<file path="src/hw/rtl/ppc_pkg.sv">
// Shared constants and controller/datapath interface types for the parity and prime classifier.
`timescale 1ns / 1ps
`default_nettype none

package ppc_pkg;

  // Width of the value field on both stream ports.
  localparam int unsigned ValueW = 16;

  // Default number of value bits that take part in the classification.
  localparam int unsigned DefaultValueBits = 16;

  // Quotient bits the remainder unit resolves in one cycle.
  localparam int unsigned DivStepBits = 4;

  // Bit positions of the flags in the master-side tuser.
  localparam int unsigned UserEvenBit  = 0;
  localparam int unsigned UserPrimeBit = 1;
  localparam int unsigned UserW        = 2;

  // Commands from the controller to the datapath.
  typedef struct packed {
    logic load;            // capture a new input word, restart the divisor at two
    logic div_start;       // clear the remainder and load the dividend shifter
    logic div_step;        // resolve the next group of dividend bits
    logic next_divisor;    // advance the divisor and its square
    logic mark_prime;      // no divisor found: prime if the value is at least two
    logic mark_composite;  // a divisor was found
    logic out_load;        // move the finished result into the output register
  } ppc_cmd_t;

  // Status from the datapath to the controller.
  typedef struct packed {
    logic square_above;    // divisor squared exceeds the value
    logic last_chunk;      // the current step resolves the last dividend bits
    logic rem_zero_next;   // the remainder after the current step is zero
  } ppc_status_t;

endpackage

`default_nettype wire

</file>
<file path="src/hw/rtl/parity_prime_classifier.sv">
// Top level of the parity and prime classifier: controller plus datapath.
//
//  Channel   | Direction | Payload
//  ----------+-----------+-------------------------------------------------
//  s_axis    | in        | tdata: value[15:0]; tlast: last_in_list
//  m_axis    | out       | tdata: value_out[15:0]; tuser: is_even, is_prime;
//            |           | tlast: last_out
//
// One word is worked on at a time. Divisors are tried from two upward, up to
// floor(sqrt(value)), until one divides the word; the shared remainder unit
// resolves each trial four dividend bits at a time. A finished word waits while
// the output register still holds an untaken result. The output register lets
// the next word be taken while a result still waits. Reset is asynchronous and
// clears only the control state; no clearing pass is needed.
`timescale 1ns / 1ps
`default_nettype none

module parity_prime_classifier
  import ppc_pkg::*;
#(
  parameter int unsigned VALUE_BITS = DefaultValueBits
) (
  input  wire                clk_i,
  input  wire                rst_ni,
  input  wire                s_axis_tvalid,
  output logic               s_axis_tready,
  input  wire [ValueW-1:0]   s_axis_tdata,   // [15:0] value
  input  wire                s_axis_tlast,
  output logic               m_axis_tvalid,
  input  wire                m_axis_tready,
  output logic [ValueW-1:0]  m_axis_tdata,   // [15:0] value_out
  output logic [UserW-1:0]   m_axis_tuser,   // [0] is_even, [1] is_prime
  output logic               m_axis_tlast
);

  ppc_cmd_t    cmd;
  ppc_status_t status;
  logic        out_even;
  logic        out_prime;

  ppc_ctrl u_ctrl (
    .clk_i       (clk_i),
    .rst_ni      (rst_ni),
    .in_valid_i  (s_axis_tvalid),
    .in_ready_o  (s_axis_tready),
    .out_valid_o (m_axis_tvalid),
    .out_ready_i (m_axis_tready),
    .status_i    (status),
    .cmd_o       (cmd)
  );

  ppc_datapath #(
    .VALUE_BITS (VALUE_BITS)
  ) u_datapath (
    .clk_i       (clk_i),
    .rst_ni      (rst_ni),
    .cmd_i       (cmd),
    .status_o    (status),
    .in_value_i  (s_axis_tdata),
    .in_last_i   (s_axis_tlast),
    .out_value_o (m_axis_tdata),
    .out_even_o  (out_even),
    .out_prime_o (out_prime),
    .out_last_o  (m_axis_tlast)
  );

  // Pack the flags into tuser.
  always_comb begin
    m_axis_tuser               = '0;
    m_axis_tuser[UserEvenBit]  = out_even;
    m_axis_tuser[UserPrimeBit] = out_prime;
  end

endmodule

`default_nettype wire

</file>
<file path="src/hw/rtl/ppc_datapath.sv">
// Datapath: value registers, divisor and square tracking, remainder unit and output register.
`timescale 1ns / 1ps
`default_nettype none

module ppc_datapath
  import ppc_pkg::*;
#(
  parameter int unsigned VALUE_BITS = DefaultValueBits
) (
  input  wire                clk_i,
  input  wire                rst_ni,
  input  ppc_cmd_t           cmd_i,
  output ppc_status_t        status_o,
  input  wire [ValueW-1:0]   in_value_i,
  input  wire                in_last_i,
  output logic [ValueW-1:0]  out_value_o,
  output logic               out_even_o,
  output logic               out_prime_o,
  output logic               out_last_o
);

  // Classified width, the divisor range it needs and the padded dividend.
  localparam int unsigned VW   = (VALUE_BITS < ValueW) ? VALUE_BITS : ValueW;
  localparam int unsigned HalfW = (VW + 1) / 2;
  localparam int unsigned DW   = HalfW + 1;
  localparam int unsigned SW   = 2 * DW;
  localparam int unsigned NCH  = (VW + DivStepBits - 1) / DivStepBits;
  localparam int unsigned PW   = NCH * DivStepBits;
  localparam int unsigned CW   = (NCH > 1) ? $clog2(NCH) : 1;

  logic [VW-1:0] val_q, val_d;
  logic          last_q, last_d;
  logic [DW-1:0] div_q, div_d;
  logic [SW-1:0] sq_q, sq_d;
  logic [DW-1:0] rem_q, rem_d;
  logic [PW-1:0] shf_q, shf_d;
  logic [CW-1:0] cnt_q, cnt_d;
  logic          prime_q, prime_d;

  logic [DW-1:0] rem_next;

  logic [ValueW-1:0] out_value_q, out_value_d;
  logic              out_even_q, out_even_d;
  logic              out_prime_q, out_prime_d;
  logic              out_last_q, out_last_d;

  // Remainder unit: restoring division over one group of dividend bits.
  always_comb begin
    logic [DW:0]   trial;
    logic [DW-1:0] r;
    r = rem_q;
    for (int i = 0; i < DivStepBits; i++) begin
      trial = {r, shf_q[PW-1-i]};
      if (trial >= {1'b0, div_q}) begin
        trial = trial - {1'b0, div_q};
      end
      r = trial[DW-1:0];
    end
    rem_next = r;
  end

  // Status toward the controller.
  always_comb begin
    status_o.square_above  = sq_q > SW'(val_q);
    status_o.last_chunk    = cnt_q == CW'(NCH - 1);
    status_o.rem_zero_next = rem_next == '0;
  end

  // Next values of the working registers.
  always_comb begin
    val_d   = val_q;
    last_d  = last_q;
    div_d   = div_q;
    sq_d    = sq_q;
    rem_d   = rem_q;
    shf_d   = shf_q;
    cnt_d   = cnt_q;
    prime_d = prime_q;

    if (cmd_i.load) begin
      val_d  = in_value_i[VW-1:0];
      last_d = in_last_i;
      div_d  = DW'(2);
      sq_d   = SW'(4);
    end
    if (cmd_i.div_start) begin
      rem_d = '0;
      shf_d = PW'(val_q);
      cnt_d = '0;
    end
    if (cmd_i.div_step) begin
      rem_d = rem_next;
      shf_d = shf_q << DivStepBits;
      cnt_d = cnt_q + CW'(1);
    end
    if (cmd_i.next_divisor) begin
      // (d + 1)^2 = d^2 + 2d + 1
      div_d = div_q + DW'(1);
      sq_d  = sq_q + SW'({div_q, 1'b1});
    end
    if (cmd_i.mark_prime) begin
      prime_d = val_q > VW'(1);
    end
    if (cmd_i.mark_composite) begin
      prime_d = 1'b0;
    end
  end

  // Output register contents.
  always_comb begin
    out_value_d = out_value_q;
    out_even_d  = out_even_q;
    out_prime_d = out_prime_q;
    out_last_d  = out_last_q;
    if (cmd_i.out_load) begin
      out_value_d = ValueW'(val_q);
      out_even_d  = ~val_q[0];
      out_prime_d = prime_q;
      out_last_d  = last_q;
    end
  end

  // Payload registers carry no reset.
  always_ff @(posedge clk_i) begin
    val_q       <= val_d;
    last_q      <= last_d;
    div_q       <= div_d;
    sq_q        <= sq_d;
    rem_q       <= rem_d;
    shf_q       <= shf_d;
    prime_q     <= prime_d;
    out_value_q <= out_value_d;
    out_even_q  <= out_even_d;
    out_prime_q <= out_prime_d;
    out_last_q  <= out_last_d;
  end

  // The step counter is control state.
  always_ff @(posedge clk_i or negedge rst_ni) begin
    if (!rst_ni) begin
      cnt_q <= '0;
    end else begin
      cnt_q <= cnt_d;
    end
  end

  assign out_value_o = out_value_q;
  assign out_even_o  = out_even_q;
  assign out_prime_o = out_prime_q;
  assign out_last_o  = out_last_q;

endmodule

`default_nettype wire

</file>
<file path="src/hw/rtl/ppc_ctrl.sv">
// Controller: sequences trial division and owns both stream handshakes.
`timescale 1ns / 1ps
`default_nettype none

module ppc_ctrl
  import ppc_pkg::*;
(
  input  wire          clk_i,
  input  wire          rst_ni,
  input  wire          in_valid_i,
  output logic         in_ready_o,
  output logic         out_valid_o,
  input  wire          out_ready_i,
  input  ppc_status_t  status_i,
  output ppc_cmd_t     cmd_o
);

  typedef enum logic [3:0] {
    StIdle   = 4'b0001,
    StCheck  = 4'b0010,
    StDiv    = 4'b0100,
    StFinish = 4'b1000
  } state_e;

  state_e state_q, state_d;
  logic   out_valid_q, out_valid_d;

  // Next state and commands.
  always_comb begin
    state_d    = state_q;
    cmd_o      = '0;
    in_ready_o = 1'b0;
    unique case (state_q)
      StIdle: begin
        in_ready_o = 1'b1;
        if (in_valid_i) begin
          cmd_o.load = 1'b1;
          state_d    = StCheck;
        end
      end
      StCheck: begin
        // Stop once the divisor squared passes the value.
        if (status_i.square_above) begin
          cmd_o.mark_prime = 1'b1;
          state_d          = StFinish;
        end else begin
          cmd_o.div_start = 1'b1;
          state_d         = StDiv;
        end
      end
      StDiv: begin
        cmd_o.div_step = 1'b1;
        if (status_i.last_chunk) begin
          if (status_i.rem_zero_next) begin
            cmd_o.mark_composite = 1'b1;
            state_d              = StFinish;
          end else begin
            cmd_o.next_divisor = 1'b1;
            state_d            = StCheck;
          end
        end
      end
      StFinish: begin
        // Hand over once the output register is free or being emptied.
        if (!out_valid_q || out_ready_i) begin
          cmd_o.out_load = 1'b1;
          state_d        = StIdle;
        end
      end
      default: begin
        state_d = StIdle;
      end
    endcase
  end

  // Output word valid flag.
  always_comb begin
    out_valid_d = (out_valid_q & ~out_ready_i) | cmd_o.out_load;
  end

  always_ff @(posedge clk_i or negedge rst_ni) begin
    if (!rst_ni) begin
      state_q     <= StIdle;
      out_valid_q <= 1'b0;
    end else begin
      state_q     <= state_d;
      out_valid_q <= out_valid_d;
    end
  end

  assign out_valid_o = out_valid_q;

endmodule

`default_nettype wire
</file>
<file path="config.mk">
export PLATFORM = sky130hd
export DESIGN_NAME = parity_prime_classifier
export DESIGN_NICKNAME = d
export VERILOG_FILES = /design/src/hw/rtl/ppc_pkg.sv /design/src/hw/rtl/parity_prime_classifier.sv /design/src/hw/rtl/ppc_datapath.sv /design/src/hw/rtl/ppc_ctrl.sv
export SDC_FILE = /design/constraint.sdc
export NUM_CORES = 1
export LEC_CHECK = 0
export ABC_AREA = 1
export BUFFER_PORTS_ARGS = -buffer_cell sky130_fd_sc_hd__buf_4
export CAP_MARGIN = 10
export CORE_AREA = 4 4 135 111
export CTS_CLUSTER_DIAMETER = 50
export DETAILED_ROUTE_END_ITERATION = 8
export DIE_AREA = 0 0 139 115
export GPL_TIMING_DRIVEN = 0
export PLACE_DENSITY = 0.67
export SYNTH_ARGS = -nofsm -noshare
export SYNTH_HDL_FRONTEND = slang
export SYNTH_SLANG_ARGS = --single-unit
</file>
<file path="constraint.sdc">
create_clock -name clk_i -period 25.4 [get_ports clk_i]
set_clock_uncertainty 0.05 [all_clocks]
set_input_delay 0 -clock clk_i [delete_from_list [all_inputs] [get_ports clk_i]]
set_output_delay 0 -clock clk_i [all_outputs]
set_load 0.1 [all_outputs]
</file>
==> metrics.md, run 1 <==
| Metric | Value |
|---|---|
| Drt total wl | `approximately 16000 um` |
| Placer Congestion | `~0.95` |
| Initial antenna violation count | `0` |
| Endpoints failing hold | `0` |
| 1st-iter DRT viols | `337` |
| Area Growth Syn to Fin | `16.15%` |
| TritonCTS clock tree | `built` |
| Number of setup buffers added after CTS | `0` |
| WP data arrival | `around 9 ns` |
| Period utilization | `0.3586` |
| Fmax achieved | `109.8 MHz` |
| Seq cells post-synth | `between 90 and 100` |
| CP max stage delay | `0.60 ns` |
| Diodes inserted | `0` |
| Detailed placement HPWL | `12460 um` |
| Syn_nets | `between 800 and 900` |
| Core footprint | `13500 um^2` |
| Port Buffers | `roughly 40` |
| CP Max Fanout | `15` |
| DR pass1 iterations | `5` |
| Clk sinks | `96` |
| Vias | `5417` |
| Critical-path top delay cell | `edfxtp_1` |
| # H-tree levels | `3` |
| Fraction of layout cells with a size suffix above 1 | `0.1548` |
| Clock root cell | `clkbuf_16` |
| Via/cell ratio | `about 5.3` |
| Synth Warn # | `0` |
| FFs w/ async S/R, synth | `0.07292` |
| Gr usage total | `0.2023` |
| Die width | `roughly 140 um` |
| Crit path required time | `roughly 25 ns` |
| Finish-stage setup viols | `0` |
| HP Class | `primary input to async pin` |
| Crit path launch | `u_datapath.div_q[0]$_SDFFCE_PN0P_` |
| Tmin final | `approximately 9.1 ns` |
| Total gr overflow | `0` |
| WL/cell | `15.55 um` |
| Slew margin rel. | `0.3696` |
| Post-synthesis cell type count | `48` |
| Post-synth EDFFs | `84` |
| Worst-Margin Slew | `around 0.95 ns` |
| Top FF cell, synth | `edfxtp_1` |
| Crit-path most repeated cell | `nand2_1` |
| Drc violations | `0` |
| Row cnt | `38` |
| Slew Viols, Final | `0` |
| First-pass GRT wire length | `~26000 um` |
| Worst reg2reg startpoint | `u_datapath.div_q[0]$_SDFFCE_PN0P_` |
| RSZ-0062 raised after global routing | `false` |
| DIE HEIGHT | `about 120 um` |
| Final ANT Viol Nets | `0` |
| WS Path Type | `flip-flop to flip-flop` |
| Largest net degree at the start of global routing | `23` |
| Sequential area share after synthesis | `0.4158` |
| Maxcap violations | `0` |
| Worst skew pair latency | `about 0.35 ns` |
| Clock Path Buffers | `2` |
| Status | `completed` |
| Vias in the first global route | `~5400` |
| Die area | `roughly 16000 um^2` |
| DP Cell Count | `approximately 1000` |
| Number of buffers created by CTS | `9` |
| Avg Cell Area, Syn | `8.799 um^2` |
| Fin util | `0.5790` |
| Synth Instances | `765` |
| Reg clk slew, reported paths | `0.07 ns` |
| Initial Util | `0.4985` |
| CP startpoint kind | `flip-flop` |
| Nets | `930` |
| I/O Pins | `42` |
| Setup TNS | `0 ns` |
| Non-Filler Instances | `a little over 1000` |
| Post-Syn Area | `slightly below 7000 um^2` |
| CP endpoint kind | `flip-flop` |
-- per-stage QoR --
step / hold WS [ns] / setup slack (ns) / area (um^2)
4_1_cts: 0.06738 / 16.32 / 7819
3_5_place_dp: -0.2289 / 16.37 / 7310
6_report: 0.08195 / 16.29 / 7819
5_1_grt: 0.1024 / 15.54 / 7819
2_1_floorplan: -0.3456 / 17.17 / 6731
3_3_place_gp: -0.2327 / 15.36 / 7264
-- placed cells by master, fill, tap and decap left out, types with 3 or more instances in the layout --
master / n
dfxtp_1: 5
nor3_1: 12
nand4_1: 11
o21ai_0: 42
dfrtp_1: 6
nand2_1: 169
o21bai_1: 5
nor2_1: 45
a31oi_1: 3
nand3_2: 5
edfxtp_1: 84
dlygate4sd3_1: 21
nand2_2: 10
or2_2: 6
fa_1: 5
o21ai_1: 3
ha_1: 63
nor2_2: 23
nor4_1: 5
o21ai_2: 3
xor2_1: 27
nand3_4: 3
buf_8: 3
a21oi_2: 7
clkbuf_1: 3
a21oi_1: 43
xnor2_1: 17
nand3_1: 28
buf_4: 45
clkbuf_16: 9
inv_1: 105
-- kinds of logic (layout without fill, tap and decap cells) --
family	Yosys count	in the layout	share of synthesized area
buf+inv	116	197	0.07156
fa+ha+maj	68	68	0.1320
compound gates	115	115	0.09628
mux	1	1	0.001673
simple gates	325	325	0.2255
xor+xnor	44	44	0.05725
flops	96	96	0.4158
-- layout make-up --
type,count,area [um^2]
fill,1170,5684
multi-input combinational,553,3458
sequential,96,2799
timing repair buffer,65,555.5
inverter,107,401.6
clock buffer,9,225.2
tap,180,225.2
buffer,9,80.08
clock inverter,7,73.82
-- state kept, by name (all words and copies together) (netlist names) --
name	flops
u_datapath.out_last_o	1
u_datapath.val_q	16
u_datapath.prime_q	1
u_datapath.out_value_o	16
u_datapath.div_q	9
u_datapath.sq_q	18
u_datapath.last_q	1
u_ctrl.state_q	4
u_datapath.shf_q	16
u_ctrl.out_valid_o	1
u_datapath.out_even_o	1
u_datapath.rem_q	9
u_datapath.cnt_q	2
u_datapath.out_prime_o	1
-- final timing paths --
kind | to | slack [ns] | cells after the start
setup reg to reg | u_datapath.sq_q[8]$_SDFFCE_PN0P_ | 16.29 | 53
setup / recovery | u_datapath.sq_q[8]$_SDFFCE_PN0P_ | 16.29 | 53
min in group clk_i | u_datapath.val_q[11]$_DFFE_PP_ | 0.31 | 2
hold reg to reg | u_datapath.out_prime_o$_DFFE_PP_ | 0.39 | 0
max in group asynchronous | u_ctrl.out_valid_o$_DFF_PN0_ | 24.47 | 3
hold / removal | u_ctrl.state_q[0]$_DFFE_PN1P_ | 0.08 | 2
-- timing repair --
item | CTS | global route
setup endpoints to repair | 0 | 0
gates resized for setup | 0 | 0
hold buffers | 21 | 0
endpoints found under the hold margin | 28 | 0
-- cell usage after synthesis, types with 10 or more instances --
master,number,share of area
nand2_1,169,0.094
inv_1,105,0.059
edfxtp_1,84,0.37
ha_1,63,0.12
nor2_1,45,0.025
a21oi_1,44,0.033
o21ai_0,43,0.032
nand3_1,28,0.021
xor2_1,27,0.035
nor2_2,23,0.021
xnor2_1,17,0.022
nor3_1,12,0.0089
nand4_1,11,0.010
nand2_2,10,0.0093
-- worst max-delay path: cells and delay by family (launching register included) --
kind	cells	cell delay, ns
and+or+nand+nor	28	3.24
buffers and inverters	9	1.02
DFF	1	0.60
adders and majority gates	5	1.65
AOI/OAI and AO/OA	11	2.23
-- metal layers --
layer | vias to the layer above | wire [um] | track usage
li1 | 2718 | - | -
met1 | 2543 | 7180 | 0.2498
met2 | 129 | 7833 | 0.3708
met3 | 27 | 555 | 0.02495
met4 | 0 | 382 | 0.06845
met5 | - | 0 | 0
Power of run 1 is not shown: default switching activity piles up to over one toggle a cycle in this logic, so the estimate is an artifact.
==> run 2, diff against run 1 <==
- PLACE_DENSITY: 0.67 -> 0.7
- clock period: 25.4 -> 8 ns (I/O delays scaled with it)
==> run 2 against run 1 <==
Wire length rose by 13%. Highest routed layer unchanged. Sequential cell count did not move. Setup slack got worse by 16 ns. Clock-buffer cell count did not move. Worst hold slack barely moved. Final cell count rose by 5.0%. Largest cell class unchanged.
==> metrics.md, run 2 (synthesized netlist as in run 1, its figures left out) <==
| Metric | Value |
|---|---|
| Largest net degree at the start of global routing | `23` |
| Grt peak-use layer | `met2` |
| TritonCTS clock tree | `built` |
| # H-tree levels | `3` |
| CP startpoint kind | `flip-flop` |
| Fraction of layout cells with a size suffix above 1 | `0.2787` |
| Worst skew pair latency | `approximately 0.35 ns` |
| Diodes inserted | `0` |
| Maxcap violations | `0` |
| HP Class | `primary input to async pin` |
| Number of buffers created by CTS | `9` |
| Endpoints failing hold | `0` |
| Drc violations | `0` |
| Clock Path Buffers | `2` |
| CP max stage delay | `0.43 ns` |
| Initial Util | `0.4985` |
| Final ANT Viol Nets | `0` |
| Die area | `about 16000 um^2` |
| Largest register by flop count | `u_datapath.sq_q` |
| Placer Congestion | `about 0.87` |
| Status | `completed` |
| Vias in the first global route | `around 5600` |
| CP endpoint kind | `flip-flop` |
| Nets | `981` |
| Crit path required time | `8.06 ns` |
| Vias | `between 5000 and 6000` |
| Gr usage total | `0.2222` |
| Via/cell ratio | `5.443` |
| Die width | `roughly 140 um` |
| Clock root cell | `clkbuf_16` |
| Most frequent cells in the layout | `nand2_1, inv_1, buf_4, edfxtp_1, ha_1` |
| Reg clk slew, reported paths | `approximately 0.070 ns` |
| I/O Pins | `42` |
| 1st-iter DRT viols | `between 400 and 500` |
| Fmax achieved | `129.7 MHz` |
| Fin util | `0.6443` |
| WL/cell | `16.67 um` |
| CP Max Fanout | `6` |
| Finish-stage setup viols | `0` |
| DR pass1 iterations | `5` |
| Detailed placement HPWL | `roughly 13000 um` |
| Clk sinks | `96` |
| WP data arrival | `between 7 and 8 ns` |
| Met3 Track Usage GR | `0.04241` |
| WHS | `between 0.08 and 0.09 ns` |
| WS Path Type | `flip-flop to flip-flop` |
| Slew Viols, Final | `0` |
| Row cnt | `38` |
| Worst-Margin Slew | `0.8928 ns` |
| Area Growth Syn to Fin | `29.24%` |
| Slew margin rel. | `0.4033` |
| Total gr overflow | `0` |
| Commonest non-fill, non-tap cell in the layout | `nand2_1` |
| Initial antenna violation count | `0` |
| Grt met2 use | `0.3630` |
| Met1 demand-to-capacity share in global routing | `0.3029` |
| Max reg flops | `18` |
| RSZ-0062 raised after global routing | `true` |
| DIE HEIGHT | `around 120 um` |
| Critical-path top delay cell | `fa_2` |
| Drt total wl | `approximately 18000 um` |
| First-pass GRT wire length | `28120 um` |
| Period utilization | `0.9636` |
| Port Buffers | `41` |
| Core footprint | `between 10000 and 15000 um^2` |
| Tmin final | `~7.7 ns` |
-- run 2: cell types whose count changed in the layout (fill, tap and decap cells not counted), sizes merged --
cell | previous run | this run
buf | 50 | 100
inv | 111 | 110
clkbuf | 12 | 13
clkinv | 3 | 2
clkinvlp | 0 | 1
bufinv | 0 | 1
-- run 2: area by class of cell --
cell class | instances | area (um^2)
buffer | 9 | 83.83
clock buffer | 9 | 225.2
clock inverter | 7 | 83.83
fill | 1081 | 4803
inverter | 107 | 410.4
multi-input combinational | 553 | 3826
sequential | 96 | 2799
tap | 180 | 225.2
timing repair buffer | 116 | 1046
-- run 2: per-stage QoR --
step,cells,setup WS (ns),TNS [ns],cell area [um^2]
floorplan,765,0.4973,0,6735
global placement,986,-1.060,-45.14,7268
detailed placement,989,-1.170,-49.94,7310
CTS,1058,-0.0006244,-0.002926,8253
global route,1077,-0.07670,-1.823,8700
finish,1077,0.2916,0,8700
-- run 2: timing repair --
action / CTS / global route
hold buffers: 21 / 0
endpoints found under the setup margin: 62 / 57
endpoints found under the hold margin: 27 / 0
gates cloned: 2 / 2
pin swaps: 12 / 30
setup buffers: 30 / 17
resized for setup: 42 / 63
-- run 2: metal layers --
| layer | share of wire | vias up |
|---|---|---|
| met2 | 0.46 | 220 |
| li1 | - | 2826 |
| met1 | 0.46 | 2776 |
| met3 | 0.063 | 40 |
| met4 | 0.022 | 0 |
| met5 | 0 | - |
-- run 2: worst paths after layout --
path	startpoint	to	slack, ns	cells after the start
max	u_datapath.shf_q[15]$_DFFE_PP_	u_datapath.sq_q[5]$_SDFFCE_PN0P_	0.29	55
min	rst_ni	u_ctrl.state_q[0]$_DFFE_PN1P_	0.08	2
max reg2reg	u_datapath.shf_q[15]$_DFFE_PP_	u_datapath.sq_q[5]$_SDFFCE_PN0P_	0.29	55
min reg2reg	u_datapath.last_q$_DFFE_PP_	u_datapath.out_last_o$_DFFE_PP_	0.39	0
max in group asynchronous	rst_ni	u_ctrl.state_q[2]$_DFFE_PN0P_	7.07	3
min in group clk_i	s_axis_tdata[7]	u_datapath.val_q[7]$_DFFE_PP_	0.31	2
-- run 2: worst max-delay path: cells and delay by family, from the launching register on --
family	cells	cell delay [ns]
AND/OR/NAND/NOR	27	2.68
adder cells (fa/ha/maj)	5	1.46
AO/OA/AOI/OAI	9	1.44
buffers and inverters	14	1.43
flip-flops	1	0.39
Power of run 2 is left out for the same reason.
